**src/hdl/assert_macros.svh**
```systemverilog
// Assertion macros shared by the cipher unit RTL.
// No dependencies; compiled out when SYNTH is defined.
`ifndef ASSERT_MACROS_SVH
`define ASSERT_MACROS_SVH
`ifndef SYNTH
`define ASSERT_ALWAYS(label, clk, rst, expr, msg) \
   label: assert property (@(posedge clk) disable iff (rst) (expr)) else $error(msg);
`define ASSERT_IMPLIES(label, clk, rst, ante, cons, msg) \
   label: assert property (@(posedge clk) disable iff (rst) (ante) |-> (cons)) else $error(msg);
`define ASSERT_NEXT(label, clk, rst, ante, cons, msg) \
   label: assert property (@(posedge clk) disable iff (rst) (ante) |=> (cons)) else $error(msg);
`else
`define ASSERT_ALWAYS(label, clk, rst, expr, msg)
`define ASSERT_IMPLIES(label, clk, rst, ante, cons, msg)
`define ASSERT_NEXT(label, clk, rst, ante, cons, msg)
`endif
`endif

```
**src/hdl/pfc_pkg.sv**
```systemverilog
// Types and constants for the Playfair cipher unit.
// No dependencies; imported by every module of the unit.
package pfc_pkg;

   typedef logic [4:0] letter_type;
   typedef logic [4:0] cell_type;

   localparam int LETTER_COUNT = 26;
   localparam int SQUARE_CELLS = 25;
   localparam int SQUARE_SIDE  = 5;

   localparam letter_type LETTER_I = 5'd8;
   localparam letter_type LETTER_J = 5'd9;
   localparam letter_type LETTER_X = 5'd23;

   localparam logic [7:0] ASCII_UPPER_A = 8'h41;
   localparam logic [7:0] ASCII_UPPER_Z = 8'h5A;
   localparam logic [7:0] ASCII_LOWER_A = 8'h61;
   localparam logic [7:0] ASCII_LOWER_Z = 8'h7A;

   typedef enum logic [1:0] {
      CMD_KEY_BYTE  = 2'd0,
      CMD_KEY_END   = 2'd1,
      CMD_TEXT_BYTE = 2'd2,
      CMD_TEXT_END  = 2'd3
   } cmd_type;

   typedef enum logic [1:0] {
      OP_KEY_LETTER  = 2'd0,
      OP_KEY_END     = 2'd1,
      OP_TEXT_LETTER = 2'd2,
      OP_TEXT_END    = 2'd3
   } op_type;

   typedef struct packed {
      op_type     op;
      letter_type letter;
   } work_type;

   typedef struct packed {
      logic     square_ready;
      cell_type fill_count;
      logic     busy;
   } back_status_type;

   typedef enum logic [1:0] {
      BK_IDLE  = 2'd0,
      BK_FILL  = 2'd1,
      BK_PLACE = 2'd2,
      BK_CELL  = 2'd3
   } back_state_type;

endpackage

```
**src/hdl/pfc_ifs.sv**
```systemverilog
// Valid/ready channel interfaces of the Playfair cipher unit.
// No dependencies; used by the top level, front and back.
interface pfc_req_if;
   logic       valid;
   logic       ready;
   logic [1:0] cmd;
   logic [7:0] data_byte;
   modport source (output valid, cmd, data_byte, input ready);
   modport sink (input valid, cmd, data_byte, output ready);
endinterface

interface pfc_rsp_if;
   logic       valid;
   logic       ready;
   logic [7:0] first_char;
   logic [7:0] second_char;
   logic       has_pair;
   logic       is_last;
   modport source (output valid, first_char, second_char, has_pair, is_last, input ready);
   modport sink (input valid, first_char, second_char, has_pair, is_last, output ready);
endinterface

interface pfc_csr_if;
   logic valid;
   logic ready;
   logic direction;
   modport source (output valid, direction, input ready);
   modport sink (input valid, direction, output ready);
endinterface

```
**src/hdl/playfair_digraph_cipher_unit.sv**
```systemverilog
// Playfair digraph cipher unit. With no stalls a digraph result word is valid once its request
// word has passed the front register, queue write, place read, square read and output register.
// Back end: a key letter or unpaired text letter is taken in IDLE, a digraph passes PLACE and
// CELL; the key square completion walks the alphabet once, on key end or first text.
// Synchronous reset clears control state and direction; square contents stay unwritten.
`include "assert_macros.svh"
module playfair_digraph_cipher_unit import pfc_pkg::*; #(
   parameter int QUEUE_DEPTH = 4
) (
   input  logic      clock,
   input  logic      reset,
   pfc_req_if.sink   req_ch,
   pfc_rsp_if.source rsp_ch,
   pfc_csr_if.sink   csr_ch
);

   logic            direction_ff, direction_in;
   logic            fr_valid;
   work_type        fr_word;
   logic            fr_ready;
   logic            q_valid;
   work_type        q_word;
   logic            q_pop;
   back_status_type bk_status;

   assign csr_ch.ready = 1'b1;
   assign direction_in = (csr_ch.valid && csr_ch.ready) ? csr_ch.direction : direction_ff;

   always_ff @(posedge clock) begin
      if (reset) begin
         direction_ff <= 1'b0;
      end else begin
         direction_ff <= direction_in;
      end
   end

   pfc_front u_front (
      .clock      (clock),
      .reset      (reset),
      .req_ch     (req_ch),
      .work_valid (fr_valid),
      .work       (fr_word),
      .work_ready (fr_ready)
   );

   pfc_queue #(
      .DEPTH (QUEUE_DEPTH)
   ) u_queue (
      .clock     (clock),
      .reset     (reset),
      .in_valid  (fr_valid),
      .in_word   (fr_word),
      .in_ready  (fr_ready),
      .out_valid (q_valid),
      .out_word  (q_word),
      .out_pop   (q_pop)
   );

   pfc_back u_back (
      .clock      (clock),
      .reset      (reset),
      .direction  (direction_ff),
      .work_valid (q_valid),
      .work       (q_word),
      .work_pop   (q_pop),
      .rsp_ch     (rsp_ch),
      .status     (bk_status)
   );

   `ASSERT_IMPLIES(a_ready_full, clock, reset, bk_status.square_ready,
      bk_status.fill_count == 5'(SQUARE_CELLS), "square ready before all cells filled")
   `ASSERT_NEXT(a_ready_sticks, clock, reset, bk_status.square_ready,
      bk_status.square_ready, "square ready dropped")
   `ASSERT_IMPLIES(a_nopair_last, clock, reset, rsp_ch.valid && !rsp_ch.has_pair,
      rsp_ch.is_last && rsp_ch.first_char == 8'd0 && rsp_ch.second_char == 8'd0,
      "empty result not a clean last word")
   `ASSERT_ALWAYS(a_pair_caps, clock, reset, !rsp_ch.valid || !rsp_ch.has_pair ||
      (rsp_ch.first_char >= ASCII_UPPER_A && rsp_ch.first_char <= ASCII_UPPER_Z &&
       rsp_ch.second_char >= ASCII_UPPER_A && rsp_ch.second_char <= ASCII_UPPER_Z),
      "digraph char not a capital")

endmodule

```
**src/hdl/pfc_front.sv**
```systemverilog
// Front end: accepts request words, folds bytes to letters, drops non-letters.
// Depends on pfc_pkg and pfc_req_if.
module pfc_front import pfc_pkg::*; (
   input  logic     clock,
   input  logic     reset,
   pfc_req_if.sink  req_ch,
   output logic     work_valid,
   output work_type work,
   input  logic     work_ready
);

   logic     work_valid_ff, work_valid_in;
   work_type work_ff, work_in;
   logic     keep;
   logic     is_letter;
   letter_type folded;

   // {is_letter, letter}; J folds onto I
   function automatic logic [5:0] fold_byte(input logic [7:0] b);
      logic [7:0] off;
      logic       ok;
      letter_type l;
      off = '0;
      ok  = 1'b0;
      if (b >= ASCII_UPPER_A && b <= ASCII_UPPER_Z) begin
         off = b - ASCII_UPPER_A;
         ok  = 1'b1;
      end else if (b >= ASCII_LOWER_A && b <= ASCII_LOWER_Z) begin
         off = b - ASCII_LOWER_A;
         ok  = 1'b1;
      end
      l = off[4:0];
      if (l == LETTER_J) begin
         l = LETTER_I;
      end
      return {ok, l};
   endfunction

   assign {is_letter, folded} = fold_byte(req_ch.data_byte);
   assign req_ch.ready = !work_valid_ff || work_ready;

   always_comb begin
      work_in = work_ff;
      keep    = 1'b0;
      case (cmd_type'(req_ch.cmd))
         CMD_KEY_BYTE: begin
            keep    = is_letter;
            work_in = '{op: OP_KEY_LETTER, letter: folded};
         end
         CMD_KEY_END: begin
            keep    = 1'b1;
            work_in = '{op: OP_KEY_END, letter: '0};
         end
         CMD_TEXT_BYTE: begin
            keep    = is_letter;
            work_in = '{op: OP_TEXT_LETTER, letter: folded};
         end
         CMD_TEXT_END: begin
            keep    = 1'b1;
            work_in = '{op: OP_TEXT_END, letter: '0};
         end
         default: begin
            keep = 1'b0;
         end
      endcase
      work_valid_in = work_valid_ff && !work_ready;
      if (req_ch.ready) begin
         work_valid_in = req_ch.valid && keep;
      end
   end

   always_ff @(posedge clock) begin
      if (reset) begin
         work_valid_ff <= 1'b0;
      end else begin
         work_valid_ff <= work_valid_in;
      end
   end

   always_ff @(posedge clock) begin
      if (req_ch.ready && req_ch.valid) begin
         work_ff <= work_in;
      end
   end

   assign work_valid = work_valid_ff;
   assign work       = work_ff;

endmodule

```
**src/hdl/pfc_queue.sv**
```systemverilog
// Small FIFO of classified words between front and back.
// Depends on pfc_pkg.
module pfc_queue import pfc_pkg::*; #(
   parameter int DEPTH = 4
) (
   input  logic     clock,
   input  logic     reset,
   input  logic     in_valid,
   input  work_type in_word,
   output logic     in_ready,
   output logic     out_valid,
   output work_type out_word,
   input  logic     out_pop
);

   localparam int PTR_W = (DEPTH > 1) ? $clog2(DEPTH) : 1;
   localparam int CNT_W = $clog2(DEPTH + 1);

   work_type           slots [DEPTH];
   logic [PTR_W-1:0]   wr_ptr_ff, wr_ptr_in;
   logic [PTR_W-1:0]   rd_ptr_ff, rd_ptr_in;
   logic [CNT_W-1:0]   count_ff, count_in;
   logic               push;
   logic               pop;

   assign in_ready  = count_ff != CNT_W'(DEPTH);
   assign out_valid = count_ff != '0;
   assign out_word  = slots[rd_ptr_ff];
   assign push      = in_valid && in_ready;
   assign pop       = out_pop && out_valid;

   always_comb begin
      wr_ptr_in = wr_ptr_ff;
      rd_ptr_in = rd_ptr_ff;
      count_in  = count_ff;
      if (push) begin
         wr_ptr_in = (wr_ptr_ff == PTR_W'(DEPTH - 1)) ? '0 : wr_ptr_ff + 1'b1;
      end
      if (pop) begin
         rd_ptr_in = (rd_ptr_ff == PTR_W'(DEPTH - 1)) ? '0 : rd_ptr_ff + 1'b1;
      end
      if (push && !pop) begin
         count_in = count_ff + 1'b1;
      end else if (pop && !push) begin
         count_in = count_ff - 1'b1;
      end
   end

   always_ff @(posedge clock) begin
      if (reset) begin
         wr_ptr_ff <= '0;
         rd_ptr_ff <= '0;
         count_ff  <= '0;
      end else begin
         wr_ptr_ff <= wr_ptr_in;
         rd_ptr_ff <= rd_ptr_in;
         count_ff  <= count_in;
      end
   end

   always_ff @(posedge clock) begin
      if (push) begin
         slots[wr_ptr_ff] <= in_word;
      end
   end

endmodule

```
**src/hdl/pfc_back.sv**
```systemverilog
// Back end: builds the key square, forms digraphs and applies the cipher rules.
// Depends on pfc_pkg and pfc_rsp_if.
module pfc_back import pfc_pkg::*; (
   input  logic            clock,
   input  logic            reset,
   input  logic            direction,
   input  logic            work_valid,
   input  work_type        work,
   output logic            work_pop,
   pfc_rsp_if.source       rsp_ch,
   output back_status_type status
);

   back_state_type state_ff, state_in;
   logic [LETTER_COUNT-1:0] taken_ff, taken_in;
   cell_type   fill_ff, fill_in;
   logic       ready_ff, ready_in;
   letter_type held_letter_ff, held_letter_in;
   logic       held_valid_ff, held_valid_in;
   letter_type prior_letter_ff, prior_letter_in;
   logic       prior_valid_ff, prior_valid_in;
   letter_type walk_ff, walk_in;
   logic       last_ff, last_in;

   logic       rsp_valid_ff, rsp_valid_in;
   logic [7:0] first_ff, first_in;
   logic [7:0] second_ff, second_in;
   logic       has_pair_ff, has_pair_in;
   logic       is_last_ff, is_last_in;

   letter_type sq_mem [SQUARE_CELLS];
   cell_type   place_mem [LETTER_COUNT];

   logic       enter_req;
   logic       enter_ok;
   letter_type enter_letter;
   logic       place_rd_en;
   letter_type place_addr_a, place_addr_b;
   cell_type   place_a_ff, place_b_ff;
   logic       cell_rd_en;
   cell_type   cell_addr_a, cell_addr_b;
   letter_type char_a_ff, char_b_ff;
   logic       out_free;
   logic       same_letter;
   logic [2:0] row_a, col_a, row_b, col_b;

   function automatic logic [2:0] cell_row(input cell_type p);
      logic [2:0] r;
      if (p >= 5'd20) begin
         r = 3'd4;
      end else if (p >= 5'd15) begin
         r = 3'd3;
      end else if (p >= 5'd10) begin
         r = 3'd2;
      end else if (p >= 5'd5) begin
         r = 3'd1;
      end else begin
         r = 3'd0;
      end
      return r;
   endfunction

   function automatic logic [2:0] cell_col(input cell_type p, input logic [2:0] r);
      cell_type t;
      t = p - {r, 2'b00} - 5'(r);
      return t[2:0];
   endfunction

   // one place along a row or column, wrapping; dec is the decrypt direction
   function automatic logic [2:0] step5(input logic [2:0] x, input logic dec);
      logic [2:0] y;
      if (dec) begin
         y = (x == 3'd0) ? 3'(SQUARE_SIDE - 1) : x - 3'd1;
      end else begin
         y = (x == 3'(SQUARE_SIDE - 1)) ? 3'd0 : x + 3'd1;
      end
      return y;
   endfunction

   function automatic cell_type cell_index(input logic [2:0] r, input logic [2:0] c);
      return {r, 2'b00} + 5'(r) + 5'(c);
   endfunction

   assign out_free = !rsp_valid_ff || rsp_ch.ready;
   assign row_a    = cell_row(place_a_ff);
   assign col_a    = cell_col(place_a_ff, row_a);
   assign row_b    = cell_row(place_b_ff);
   assign col_b    = cell_col(place_b_ff, row_b);

   always_comb begin
      state_in        = state_ff;
      taken_in        = taken_ff;
      fill_in         = fill_ff;
      ready_in        = ready_ff;
      held_letter_in  = held_letter_ff;
      held_valid_in   = held_valid_ff;
      prior_letter_in = prior_letter_ff;
      prior_valid_in  = prior_valid_ff;
      walk_in         = walk_ff;
      last_in         = last_ff;
      rsp_valid_in    = rsp_valid_ff && !rsp_ch.ready;
      first_in        = first_ff;
      second_in       = second_ff;
      has_pair_in     = has_pair_ff;
      is_last_in      = is_last_ff;
      enter_req       = 1'b0;
      enter_letter    = work.letter;
      work_pop        = 1'b0;
      place_rd_en     = 1'b0;
      place_addr_a    = held_letter_ff;
      place_addr_b    = work.letter;
      cell_rd_en      = 1'b0;
      cell_addr_a     = '0;
      cell_addr_b     = '0;
      same_letter     = prior_valid_ff && (prior_letter_ff == work.letter);

      case (state_ff)
         BK_IDLE: begin
            if (work_valid) begin
               case (work.op)
                  OP_KEY_LETTER: begin
                     enter_req = !ready_ff;
                     work_pop  = 1'b1;
                  end
                  OP_KEY_END: begin
                     if (ready_ff) begin
                        work_pop = 1'b1;
                     end else begin
                        walk_in  = '0;
                        state_in = BK_FILL;
                     end
                  end
                  OP_TEXT_LETTER: begin
                     if (!ready_ff) begin
                        walk_in  = '0;
                        state_in = BK_FILL;
                     end else begin
                        work_pop        = 1'b1;
                        prior_letter_in = work.letter;
                        prior_valid_in  = 1'b1;
                        // X goes between two equal clean letters, across pairs too
                        if (same_letter && held_valid_ff) begin
                           place_addr_a   = held_letter_ff;
                           place_addr_b   = LETTER_X;
                           held_letter_in = work.letter;
                           held_valid_in  = 1'b1;
                           place_rd_en    = 1'b1;
                        end else if (same_letter) begin
                           place_addr_a  = LETTER_X;
                           place_addr_b  = work.letter;
                           held_valid_in = 1'b0;
                           place_rd_en   = 1'b1;
                        end else if (held_valid_ff) begin
                           place_addr_a  = held_letter_ff;
                           place_addr_b  = work.letter;
                           held_valid_in = 1'b0;
                           place_rd_en   = 1'b1;
                        end else begin
                           held_letter_in = work.letter;
                           held_valid_in  = 1'b1;
                        end
                        if (place_rd_en) begin
                           last_in  = 1'b0;
                           state_in = BK_PLACE;
                        end
                     end
                  end
                  OP_TEXT_END: begin
                     if (!ready_ff) begin
                        walk_in  = '0;
                        state_in = BK_FILL;
                     end else if (held_valid_ff || out_free) begin
                        work_pop        = 1'b1;
                        held_letter_in  = '0;
                        held_valid_in   = 1'b0;
                        prior_letter_in = '0;
                        prior_valid_in  = 1'b0;
                        if (held_valid_ff) begin
                           place_addr_a = held_letter_ff;
                           place_addr_b = LETTER_X;
                           place_rd_en  = 1'b1;
                           last_in      = 1'b1;
                           state_in     = BK_PLACE;
                        end else begin
                           rsp_valid_in = 1'b1;
                           first_in     = '0;
                           second_in    = '0;
                           has_pair_in  = 1'b0;
                           is_last_in   = 1'b1;
                        end
                     end
                  end
                  default: begin
                     work_pop = 1'b1;
                  end
               endcase
            end
         end
         BK_FILL: begin
            // alphabet walk, one letter a cycle
            enter_req    = 1'b1;
            enter_letter = walk_ff;
            walk_in      = walk_ff + 1'b1;
            if (walk_ff == 5'(LETTER_COUNT - 1)) begin
               ready_in = 1'b1;
               state_in = BK_IDLE;
            end
         end
         BK_PLACE: begin
            cell_rd_en = 1'b1;
            if (row_a == row_b) begin
               cell_addr_a = cell_index(row_a, step5(col_a, direction));
               cell_addr_b = cell_index(row_b, step5(col_b, direction));
            end else if (col_a == col_b) begin
               cell_addr_a = cell_index(step5(row_a, direction), col_a);
               cell_addr_b = cell_index(step5(row_b, direction), col_b);
            end else begin
               cell_addr_a = cell_index(row_a, col_b);
               cell_addr_b = cell_index(row_b, col_a);
            end
            state_in = BK_CELL;
         end
         BK_CELL: begin
            if (out_free) begin
               rsp_valid_in = 1'b1;
               first_in     = ASCII_UPPER_A + 8'(char_a_ff);
               second_in    = ASCII_UPPER_A + 8'(char_b_ff);
               has_pair_in  = 1'b1;
               is_last_in   = last_ff;
               state_in     = BK_IDLE;
            end
         end
         default: begin
            state_in = BK_IDLE;
         end
      endcase

      enter_ok = enter_req && (fill_ff < 5'(SQUARE_CELLS)) && !taken_ff[enter_letter];
      if (enter_ok) begin
         taken_in = taken_ff | (LETTER_COUNT'(1) << enter_letter);
         fill_in  = fill_ff + 1'b1;
      end
   end

   always_ff @(posedge clock) begin
      if (reset) begin
         state_ff        <= BK_IDLE;
         taken_ff        <= LETTER_COUNT'(1) << LETTER_J;
         fill_ff         <= '0;
         ready_ff        <= 1'b0;
         held_letter_ff  <= '0;
         held_valid_ff   <= 1'b0;
         prior_letter_ff <= '0;
         prior_valid_ff  <= 1'b0;
         walk_ff         <= '0;
         last_ff         <= 1'b0;
         rsp_valid_ff    <= 1'b0;
      end else begin
         state_ff        <= state_in;
         taken_ff        <= taken_in;
         fill_ff         <= fill_in;
         ready_ff        <= ready_in;
         held_letter_ff  <= held_letter_in;
         held_valid_ff   <= held_valid_in;
         prior_letter_ff <= prior_letter_in;
         prior_valid_ff  <= prior_valid_in;
         walk_ff         <= walk_in;
         last_ff         <= last_in;
         rsp_valid_ff    <= rsp_valid_in;
      end
   end

   always_ff @(posedge clock) begin
      first_ff    <= first_in;
      second_ff   <= second_in;
      has_pair_ff <= has_pair_in;
      is_last_ff  <= is_last_in;
   end

   // square and its inverse: one write, two registered reads each
   always_ff @(posedge clock) begin
      if (enter_ok) begin
         sq_mem[fill_ff]         <= enter_letter;
         place_mem[enter_letter] <= fill_ff;
      end
      if (place_rd_en) begin
         place_a_ff <= place_mem[place_addr_a];
         place_b_ff <= place_mem[place_addr_b];
      end
      if (cell_rd_en) begin
         char_a_ff <= sq_mem[cell_addr_a];
         char_b_ff <= sq_mem[cell_addr_b];
      end
   end

   assign rsp_ch.valid       = rsp_valid_ff;
   assign rsp_ch.first_char  = first_ff;
   assign rsp_ch.second_char = second_ff;
   assign rsp_ch.has_pair    = has_pair_ff;
   assign rsp_ch.is_last     = is_last_ff;

   assign status.square_ready = ready_ff;
   assign status.fill_count   = fill_ff;
   assign status.busy         = state_ff != BK_IDLE;

endmodule

```
**src/flat_wrapper.sv**
```systemverilog
// flat-port wrapper written by rule: the top's interface ports become plain ports
module playfair_digraph_cipher_unit_flat import pfc_pkg::*;
#(
   parameter int QUEUE_DEPTH = 4
)
  (clock, reset, req_ch_valid, req_ch_cmd, req_ch_data_byte, req_ch_ready, rsp_ch_valid, rsp_ch_first_char, rsp_ch_second_char, rsp_ch_has_pair, rsp_ch_is_last, rsp_ch_ready, csr_ch_valid, csr_ch_direction, csr_ch_ready);
  pfc_req_if req_ch_i ();
  pfc_rsp_if rsp_ch_i ();
  pfc_csr_if csr_ch_i ();
  input  logic clock;
  input  logic reset;
  input wire logic [$bits(req_ch_i.valid)-1:0] req_ch_valid;
  input wire logic [$bits(req_ch_i.cmd)-1:0] req_ch_cmd;
  input wire logic [$bits(req_ch_i.data_byte)-1:0] req_ch_data_byte;
  output wire logic [$bits(req_ch_i.ready)-1:0] req_ch_ready;
  output wire logic [$bits(rsp_ch_i.valid)-1:0] rsp_ch_valid;
  output wire logic [$bits(rsp_ch_i.first_char)-1:0] rsp_ch_first_char;
  output wire logic [$bits(rsp_ch_i.second_char)-1:0] rsp_ch_second_char;
  output wire logic [$bits(rsp_ch_i.has_pair)-1:0] rsp_ch_has_pair;
  output wire logic [$bits(rsp_ch_i.is_last)-1:0] rsp_ch_is_last;
  input wire logic [$bits(rsp_ch_i.ready)-1:0] rsp_ch_ready;
  input wire logic [$bits(csr_ch_i.valid)-1:0] csr_ch_valid;
  input wire logic [$bits(csr_ch_i.direction)-1:0] csr_ch_direction;
  output wire logic [$bits(csr_ch_i.ready)-1:0] csr_ch_ready;
  assign req_ch_i.valid = req_ch_valid;
  assign req_ch_i.cmd = req_ch_cmd;
  assign req_ch_i.data_byte = req_ch_data_byte;
  assign req_ch_ready = req_ch_i.ready;
  assign rsp_ch_valid = rsp_ch_i.valid;
  assign rsp_ch_first_char = rsp_ch_i.first_char;
  assign rsp_ch_second_char = rsp_ch_i.second_char;
  assign rsp_ch_has_pair = rsp_ch_i.has_pair;
  assign rsp_ch_is_last = rsp_ch_i.is_last;
  assign rsp_ch_i.ready = rsp_ch_ready;
  assign csr_ch_i.valid = csr_ch_valid;
  assign csr_ch_i.direction = csr_ch_direction;
  assign csr_ch_ready = csr_ch_i.ready;
  playfair_digraph_cipher_unit #(.QUEUE_DEPTH(QUEUE_DEPTH)) u_core (.clock(clock), .reset(reset), .req_ch(req_ch_i), .rsp_ch(rsp_ch_i), .csr_ch(csr_ch_i));
endmodule
```
**config.mk**
```make
export PLATFORM = sky130hd
export DESIGN_NAME = playfair_digraph_cipher_unit_flat
export DESIGN_NICKNAME = d
export VERILOG_FILES = /design/src/hdl/pfc_pkg.sv /design/src/hdl/pfc_ifs.sv /design/src/hdl/playfair_digraph_cipher_unit.sv /design/src/hdl/pfc_front.sv /design/src/hdl/pfc_queue.sv /design/src/hdl/pfc_back.sv /design/src/flat_wrapper.sv
export VERILOG_INCLUDE_DIRS = /design/src /design/src/hdl
export SDC_FILE = /design/constraint.sdc
export NUM_CORES = 1
export LEC_CHECK = 0
export BUFFER_PORTS_ARGS = -buffer_cell sky130_fd_sc_hd__buf_2
export CAP_MARGIN = 10
export CORE_MARGIN = 1.5
export CORE_UTILIZATION = 58
export CTS_CLUSTER_SIZE = 16
export DETAILED_ROUTE_END_ITERATION = 7
export PLACE_DENSITY = 0.77
export SLEW_MARGIN = 20
export SYNTH_ARGS = -nofsm -noshare
export SYNTH_HDL_FRONTEND = slang
export SYNTH_HIERARCHICAL = 1
export SYNTH_SLANG_ARGS = --single-unit
```
**constraint.sdc**
```tcl
create_clock -name clock -period 5.95 [get_ports clock]
set_clock_uncertainty 0.2 [all_clocks]
set_input_delay 0.595 -clock clock [delete_from_list [all_inputs] [get_ports clock]]
set_output_delay 0.595 -clock clock [all_outputs]
set_load 0.03 [all_outputs]
```
# Yosys cells after proc, flatten, opt, wreduce, memory -nomap -nowiden
# Memory sizes are Yosys's and may differ from the RTL's. A register that Yosys moved wholly into a read port is not among the register bits.
# Index checks and enable logic that the tools add are counted.
# word_totals
register_bits,87
ram_bits,283
in_bits,16
output_inout_bits,21
word_cells,326
mem_count,3
# op_classes
addsub,32
magnitude_cmp,14
n_eq_ne,42
shift,1
n_mux,163
n_bitwise,1
reduce_logical,48
# memory_table
memory,depth,width,read_ports,rd_ports_with_merged_regs,write_ports,line_no,rtl
u_core.u_back.place_mem,26,5,2,2,1,pfc_back.sv:32,cell_type place_mem [LETTER_COUNT];
u_core.u_back.sq_mem,25,5,2,2,1,pfc_back.sv:31,letter_type sq_mem [SQUARE_CELLS];
u_core.u_queue.slots,4,7,1,1,1,pfc_queue.sv:19,work_type slots [DEPTH];
# ops
cell,count
2-to-1 mux 5 bit,33
2-to-1 mux 3 bit,26
2-to-1 mux 1 bit,60
2-to-1 mux 8 bit,7
adder 5 x 3 -> 5 bit,10
one-hot mux 5 bit (2 select lines),4
2-to-1 mux 2 bit,17
one-hot mux 8 bit (2 select lines),2
one-hot mux 7 bit (4 select lines),1
bitwise OR 26 bit,1
"<< shifter 1 x 5 -> 26 bit, first input constant",1
"!= test 2 bit, second input constant",12
AND reduction 8 bit,3
"greater-or-equal comparator 5 x 4 -> 1 bit, second input constant",4
one-hot mux 1 bit (2 select lines),9
"adder 7 x 5 -> 8 bit, first input constant",2
"== test 2 bit, second input constant",8
"greater-or-equal comparator 8 x 7 -> 1 bit, second input constant",2
"<= comparator 8 x 7 -> 1 bit, second input constant",2
"adder 3 x 1 -> 3 bit, second input constant",5
"subtractor 3 x 1 -> 3 bit, second input constant",5
logical AND 1 bit,14
"== test 3 bit, second input constant",4
zero test 3 bit,4
other kinds (32),65

# Depth between registers and ports, before layout
# Gate-level depths: netlist of run 1.
# depth
ltp_word,16
ltp_mapped,30
ltp_nobuf,27

# By module
# Netlist of run 1, hierarchy kept.
# modules_own_cells
module,n_inst,cells_per_inst,area_per_inst_um2,seq_area_each_um2
pfc_back,1,1708,19035.8,9769.4
pfc_queue,1,85,1491.4,1021.0
pfc_front,1,43,475.5,230.2
playfair_digraph_cipher_unit,1,5,45.0,20.0

# Worst setup path after synthesis of run 1
# No wires, ideal clock.
# synth_path
path_kind,reg2reg
start,"reg u_core.u_back.place_b_ff[1], read port of u_core.u_back.place_mem"
end,"reg u_core.u_back.char_b_ff[2], read port of u_core.u_back.sq_mem, data pin"
arrival_ns,5.524
required_ns,5.488
slack_ns,-0.036
path_stages_with_launch,29
path_cell_list,edfxtp_1 nor2b_1 a22oi_1 and2_1 inv_1 nand2_1 inv_1 ha_1 inv_1 ha_1 nor2_1 fa_1 or4_1 and3_1 buf_6 fa_1 inv_1 ha_1 a21o_1 a21oi_1 xnor2_1 nand3_1 a31oi_1 buf_2 and3_1 clkbuf_1 nand2_1 o22ai_1 nor4_2
# synth_via
elab_chain_len,16
word_cells_on_any_way,39
classes_between,add/sub (11); order compare (4); eq/ne (4); mux (18); reduce/logical (2)
# synth_rtl
item,line_no,rtl
"start, declared",pfc_back.sv:39,"cell_type place_a_ff, place_b_ff;"
branches (longest 14 deep; another with greater-or-equal comparator 5 x 3 -> 1 bit),n/a,
2-to-1 mux 5 bit (*),pfc_back.sv:211,if (row_a == row_b) begin
2-to-1 mux 5 bit (*),pfc_back.sv:117,case (state_ff)
"end, declared",pfc_back.sv:42,"letter_type char_a_ff, char_b_ff;"
# Every way passes the cells marked *. The select of a mux whose other input is x is not followed.
# A chain may end at the register's enable or synchronous reset.

# Final worst setup path of run 1
# layout_path
start,"reg u_core.u_back.place_a_ff[1], read port of u_core.u_back.place_mem"
end,"reg u_core.u_back.char_a_ff[2], read port of u_core.u_back.sq_mem, data pin"
# layout_via
elab_chain_len,16
word_cells_on_any_way,39
classes_between,add/sub (11); order compare (4); eq/ne (4); mux (18); reduce/logical (2)
# layout_rtl
item,line_no
"start, declared",pfc_back.sv:39
branches (longest 14 deep; another with greater-or-equal comparator 5 x 3 -> 1 bit),n/a
2-to-1 mux 5 bit (*),pfc_back.sv:211
2-to-1 mux 5 bit (*),pfc_back.sv:117
"end, declared",pfc_back.sv:42
# Marked as above.

==> results.sh, run 1 <==
export IMPL_setup_ws_ps=53.5
export IMPL_io_buffers=33
export IMPL_yosysWarningCount=6
export IMPL_syn_cell_area_sq_mm=0.0210
export IMPL_first_iter_violations=1724
export IMPL_crit_top_cell="buf_4"
export IMPL_diodes=0
export IMPL_routed_wl_um=57500
export IMPL_place_congestion=0.995
export IMPL_worst_hold_path_type="in -> reg"
export IMPL_stdcell_count=2426
export IMPL_die_width_um=193
export IMPL_clk_pin_slew_ps=60
export IMPL_die_area_sq_mm=0.0374
export IMPL_multi_input_area_sq_mm=0.00989
export IMPL_max_slew_margin=0.373
export IMPL_cp_arrival_ps=6050
export IMPL_antenna_found_initial=0
export IMPL_slew_viol_final=0
export IMPL_viasPerCell=6.56
export IMPL_drive_above_1_share=0.232
export IMPL_fillers=2483
export IMPL_cts_buffers=40
export IMPL_wl_per_cell_um=23.7
export IMPL_vias=15900
export IMPL_hold_violations=0
export IMPL_finalSetupViolCount=0
export IMPL_period_share=0.991
export IMPL_insertion_delay_ps=580
export IMPL_io_pins=37
export IMPL_num_nets_final=2025
export IMPL_violations="DRC"
export IMPL_grt_pass1_vias=15600
export IMPL_start_util=0.590
export IMPL_cts_tree="done"
export IMPL_worst_path_max_delay_cell="fa_2"
export IMPL_ant_nets=0
export IMPL_clk_path_buf_depth=3
export IMPL_cp_required_ps=6100
export IMPL_dp_hpwl_um=40200
export IMPL_area_growth_pct=15.5
export IMPL_core_area_sq_mm=0.0357
export IMPL_cp_end_kind="register"
export IMPL_dp_cells=2330
export IMPL_start_kind="register"
export IMPL_grt_first_pass_wirelength_um=88300
export IMPL_h_tree_depth=2
export IMPL_path_class="reg -> reg"
export IMPL_synth_cells=1840
export IMPL_min_period_ps=5900
export IMPL_syn_area_per_cell_sq_um=11.4
export IMPL_max_freq_ghz=0.170
export IMPL_status="finished with violations"
export IMPL_drc=2
export IMPL_cp_max_fo=10
export IMPL_ir_drop_v=0.000267
export IMPL_track_usage=0.302
export IMPL_max_stage_delay_ps=580
export IMPL_power_leakage_nw=8.57
export IMPL_timing_max_cap_violations=0
export IMPL_row_count=69
export IMPL_cellPowerDensity_mw_per_mm2=290
export IMPL_die_y_um=193
export IMPL_cts_sinks=389
export IMPL_grt_max_degree=64
export IMPL_firstDrtPassIters=8
export IMPL_pre_cts_slack_ps=-278
export IMPL_seq_area_sq_mm=0.0110
export IMPL_cts_root_buf="clkbuf_16"
export IMPL_worst_pin_slew_ps=940
export IMPL_setup_tns_ps=0
export IMPL_gr_total_overflow=0
## critical path: cells and delay by family (launching register included)
kind,cells,cell delay (ps)
AO/OA/AOI/OAI,7,1230
adder cells (fa/ha/maj),4,1280
buffers and inverters,9,1100
flip-flops,1,430
multiplexers,1,340
AND/OR/NAND/NOR,8,1080
## metrics by stage
stage / hold slack (ps) / util / cell area, sq um / total power [W]
3_3_place_gp: 232 / 0.620 / 22100 / 0.00439
3_5_place_dp: 232 / 0.620 / 22100 / 0.00443
5_1_grt: 53.5 / 0.682 / 24300 / 0.00727
6_report: 49.7 / 0.682 / 24300 / 0.00705
4_1_cts: 32.1 / 0.662 / 23600 / 0.00698
2_1_floorplan: 215 / - / 21000 / 0.00402
## sequential cells by signal, indices dropped and copies added (netlist names), 6 cells and up, named ones only
signal	flops
u_core/u_back/rsp_ch.first_char	6
u_core/u_back/place_mem	130
u_core/u_back/sq_mem	125
u_core/u_queue/slots	28
u_core/u_back/taken_ff	26
u_core/u_back/rsp_ch.second_char	7
u_core/u_front/work	7
## power breakdown
part	total (W)	switching (W)	internal, W
Sequential	0.00327	0.000122	0.00314
Clock	0.00255	0.00104	0.00151
Combinational	0.00124	0.000763	0.000476
## final cells by class
class	instances	area share
clock buffers	54	0.0446
repair buffers	157	0.0510
multi-input cells	1286	0.407
inverters	60	0.00927
clock inverters	19	0.0103
flip-flops and latches	389	0.454
well taps	461	0.0237
## placed cells by master (no fill, tap or decap), types with 38 or more instances in the layout
cell type	count
a21oi_1	52
buf_4	106
clkbuf_16	42
dfxtp_1	62
edfxtp_1	325
ha_1	60
inv_1	53
mux2i_1	79
mux4_2	38
nand2_1	245
nand3_1	85
nor2_1	131
o21ai_0	50
## routing by layer
layer  vias up  part of all wire  wire length, um  global-route usage
met5         -                 0                0                   0
met4         0             0.051             2960               0.145
met3       188             0.080             4620              0.0472
met2       884              0.48            27800               0.504
met1      7752              0.38            22100               0.389
li1       7100                 -                -                   -
## final timing paths
check,slack [ps],startpoint,cells after the start,to
worst max-delay path,50,u_core/u_back/place_a_ff[1],29,u_core/u_back/char_a_ff[2]
worst min-delay path,50,req_ch_cmd[0],1,u_core/u_front/work[5]
worst max register to register,50,u_core/u_back/place_a_ff[1],29,u_core/u_back/char_a_ff[2]
worst min register to register,250,u_core/u_back/taken_ff[9],1,u_core/u_back/taken_ff[9]
## repair_timing
item	in CTS	in global routing
pin swaps	11	42
endpoints found under the hold margin	1	0
cloned	1	1
setup buffers	5	15
endpoints found under the setup margin	10	10
resized for setup	27	106
hold buffers	1	0
(Power assumes the default switching activity.)
==> run 2: changes to the inputs <==
--- a/config.mk
+++ b/config.mk
@@ -6,7 +6,7 @@
 export SDC_FILE = /design/constraint.sdc
 export NUM_CORES = 1
 export LEC_CHECK = 0
-export BUFFER_PORTS_ARGS = -buffer_cell sky130_fd_sc_hd__buf_2
+export BUFFER_PORTS_ARGS = -buffer_cell sky130_fd_sc_hd__buf_4
 export CAP_MARGIN = 10
 export CORE_MARGIN = 1.5
 export CORE_UTILIZATION = 58
==> run 2 against run 1 <==
Net effect:
- the run still ends with DRC left
- clock-buffer cell count grew 4
- first-iteration DRC count shrank 5.7%
- combinational power is essentially flat
- final area shrank 1.4%
- global-route usage is essentially flat
- clock power shrank 5%
- fmax grew 1.4%
- via count shrank 0.85%
- non-clock buffer count shrank 10
- routed wire length shrank 0.77%
- utilization shrank 0.93 points
- worst hold slack lost 8.9 ps
- critical endpoint is now u_core/u_back/char_b_ff[1]
==> results.sh, run 2 (same netlist as run 1, synthesis figures left out) <==
export IMPL_area_growth_pct=14.0
export IMPL_largest_registers="u_core/u_back/place_mem (130), u_core/u_back/sq_mem (125), u_core/u_queue/slots (28)"
export IMPL_pwr_share_comb=0.181
export IMPL_min_period_ps=5810
export IMPL_die_area_sq_mm=0.0374
export IMPL_worst_pin_slew_ps=942
export IMPL_worst_hold_path_type="in -> reg"
export IMPL_top_register="u_core/u_back/place_mem"
export IMPL_viasPerCell=6.53
export IMPL_power_leakage_nw=8.47
export IMPL_dp_hpwl_um=40300
export IMPL_die_width_um=193
export IMPL_intPower_w=0.00502
export IMPL_slew_viol_final=0
export IMPL_ant_nets=0
export IMPL_min_from="req_ch_cmd[0]"
export IMPL_final_common_cell="edfxtp_1"
export IMPL_p_sw_frac=0.274
export IMPL_stdcell_count=2417
export IMPL_h_tree_depth=2
export IMPL_cts_buffers=40
export IMPL_grt_first_pass_wirelength_um=87600
export IMPL_clk_pin_slew_ps=60
export IMPL_cp_arrival_ps=5920
export IMPL_seq_power_share=0.467
export IMPL_path_class="reg -> reg"
export IMPL_firstDrtPassIters=8
export IMPL_holdWs_ps=40.8
export IMPL_largest_register_ffs=130
export IMPL_drc=2
export IMPL_cp_max_fo=8
export IMPL_r2r_start="u_core/u_back/place_b_ff[1]"
export IMPL_core_area_sq_mm=0.0357
export IMPL_antenna_found_initial=0
export IMPL_vias=15800
export IMPL_pwr_share_clk=0.352
export IMPL_clk_path_buf_depth=3
export IMPL_io_pins=37
export IMPL_grt_pass1_vias=15300
export IMPL_finalSetupViolCount=0
export IMPL_max_slew_margin=0.372
export IMPL_place_congestion=0.962
export IMPL_cts_root_buf="clkbuf_16"
export IMPL_start_util=0.590
export IMPL_netSwitchingPower_w=0.00189
export IMPL_ir_drop_v=0.000259
export IMPL_setup_tns_ps=0
export IMPL_status="finished with violations"
export IMPL_layout_common_cells="325 x edfxtp_1, 246 x nand2_1, 135 x buf_4"
export IMPL_max_freq_ghz=0.172
export IMPL_dp_cells=2327
export IMPL_num_nets_final=2015
export IMPL_violations="DRC"
export IMPL_routed_wl_um=57100
export IMPL_drive_above_1_share=0.209
export IMPL_cts_tree="done"
export IMPL_track_usage=0.302
export IMPL_wl_per_cell_um=23.6
export IMPL_first_iter_violations=1626
export IMPL_crit_path_start="u_core/u_back/place_b_ff[1]"
export IMPL_timing_max_cap_violations=0
export IMPL_diodes=0
export IMPL_start_kind="register"
export IMPL_cp_required_ps=6060
export IMPL_io_buffers=33
export IMPL_cp_end_kind="register"
export IMPL_die_y_um=193
export IMPL_cellPowerDensity_mw_per_mm2=288
export IMPL_gr_total_overflow=0
export IMPL_period_share=0.977
export IMPL_cts_sinks=389
export IMPL_row_count=69
export IMPL_insertion_delay_ps=560
export IMPL_hold_violations=0
export IMPL_grt_max_degree=64
==> run 2: cell types whose count changed in the layout (fill, tap and decap cells not counted), sizes merged <==
| cell | change |
|---|---|
| buf | -9 |
| bufinv | -3 |
| clkbuf | +3 |
==> run 2: power by group through the flow <==
| stage | sequential, W | clock, W | combinational, W |
|---|---|---|---|
| 2_1_floorplan | 0.00327 | 0 | 0.000741 |
| 3_3_place_gp | 0.00328 | 0 | 0.00113 |
| 3_5_place_dp | 0.00328 | 0 | 0.00116 |
| 4_1_cts | 0.00323 | 0.00246 | 0.00119 |
| 5_1_grt | 0.00323 | 0.00256 | 0.00132 |
| 6_report | 0.00323 | 0.00243 | 0.00125 |
==> run 2: layer usage <==
metal	wire (um)	up-vias	GRT usage
li1	-	7084	-
met1	22200	7756	0.386
met2	27800	780	0.505
met3	4190	168	0.0436
met4	2930	0	0.155
met5	0	-	0
==> run 2: final cells by class <==
cell class	instances	area, sq um
Clock buffer	58	1140
Clock inverter	16	134
Fill cell	2601	11700
Inverter	60	225
Multi-Input combinational cell	1286	9650
Sequential cell	389	11000
Tap cell	461	577
Timing Repair Buffer	147	1210
==> run 2: critical path, cell delays in order, from the launching register on <==
cell and delay (ps):
edfxtp_1 410, nand2b_1 220, a22oi_2 180, and2_4 170
inv_1 50, nand2_2 80, inv_2 40, ha_1 290
inv_1 60, ha_1 130, nor2_1 60, fa_2 390
or4_1 520, and3_4 200, fa_1 460, buf_4 160
fa_1 460, xor2_2 250, a311oi_4 150, a21o_4 290
nor4_4 390, nand3_1 170, o2111ai_1 170, nor4_2 70
==> run 2: final timing paths <==
check                               end  slack [ps]  cells after the start
max reg2reg  u_core/u_back/char_b_ff[1]         140                     23
max          u_core/u_back/char_b_ff[1]         140                     23
min              u_core/u_front/work[5]          40                      1
min reg2reg   u_core/u_back/taken_ff[9]         250                      1
==> run 2: metrics by stage <==
step           utilization  total power (W)  worst slack (ps)  cell area [sq um]
2_1_floorplan            -          0.00402              4.41              21000
4_1_cts              0.662          0.00688              1.44              23600
3_3_place_gp         0.622          0.00441             -77.9              22200
6_report             0.672          0.00692               136              24000
5_1_grt              0.672          0.00711             -97.5              24000
3_5_place_dp         0.622          0.00444              -315              22200
==> run 2: timing repair <==
item | CTS | global route
cloned | 1 | 0
pin swaps | 7 | 30
setup buffers | 3 | 11
endpoints found under the hold margin | 1 | 0
gates resized for setup | 26 | 62
endpoints found under the setup margin | 10 | 10
hold buffers | 1 | 0
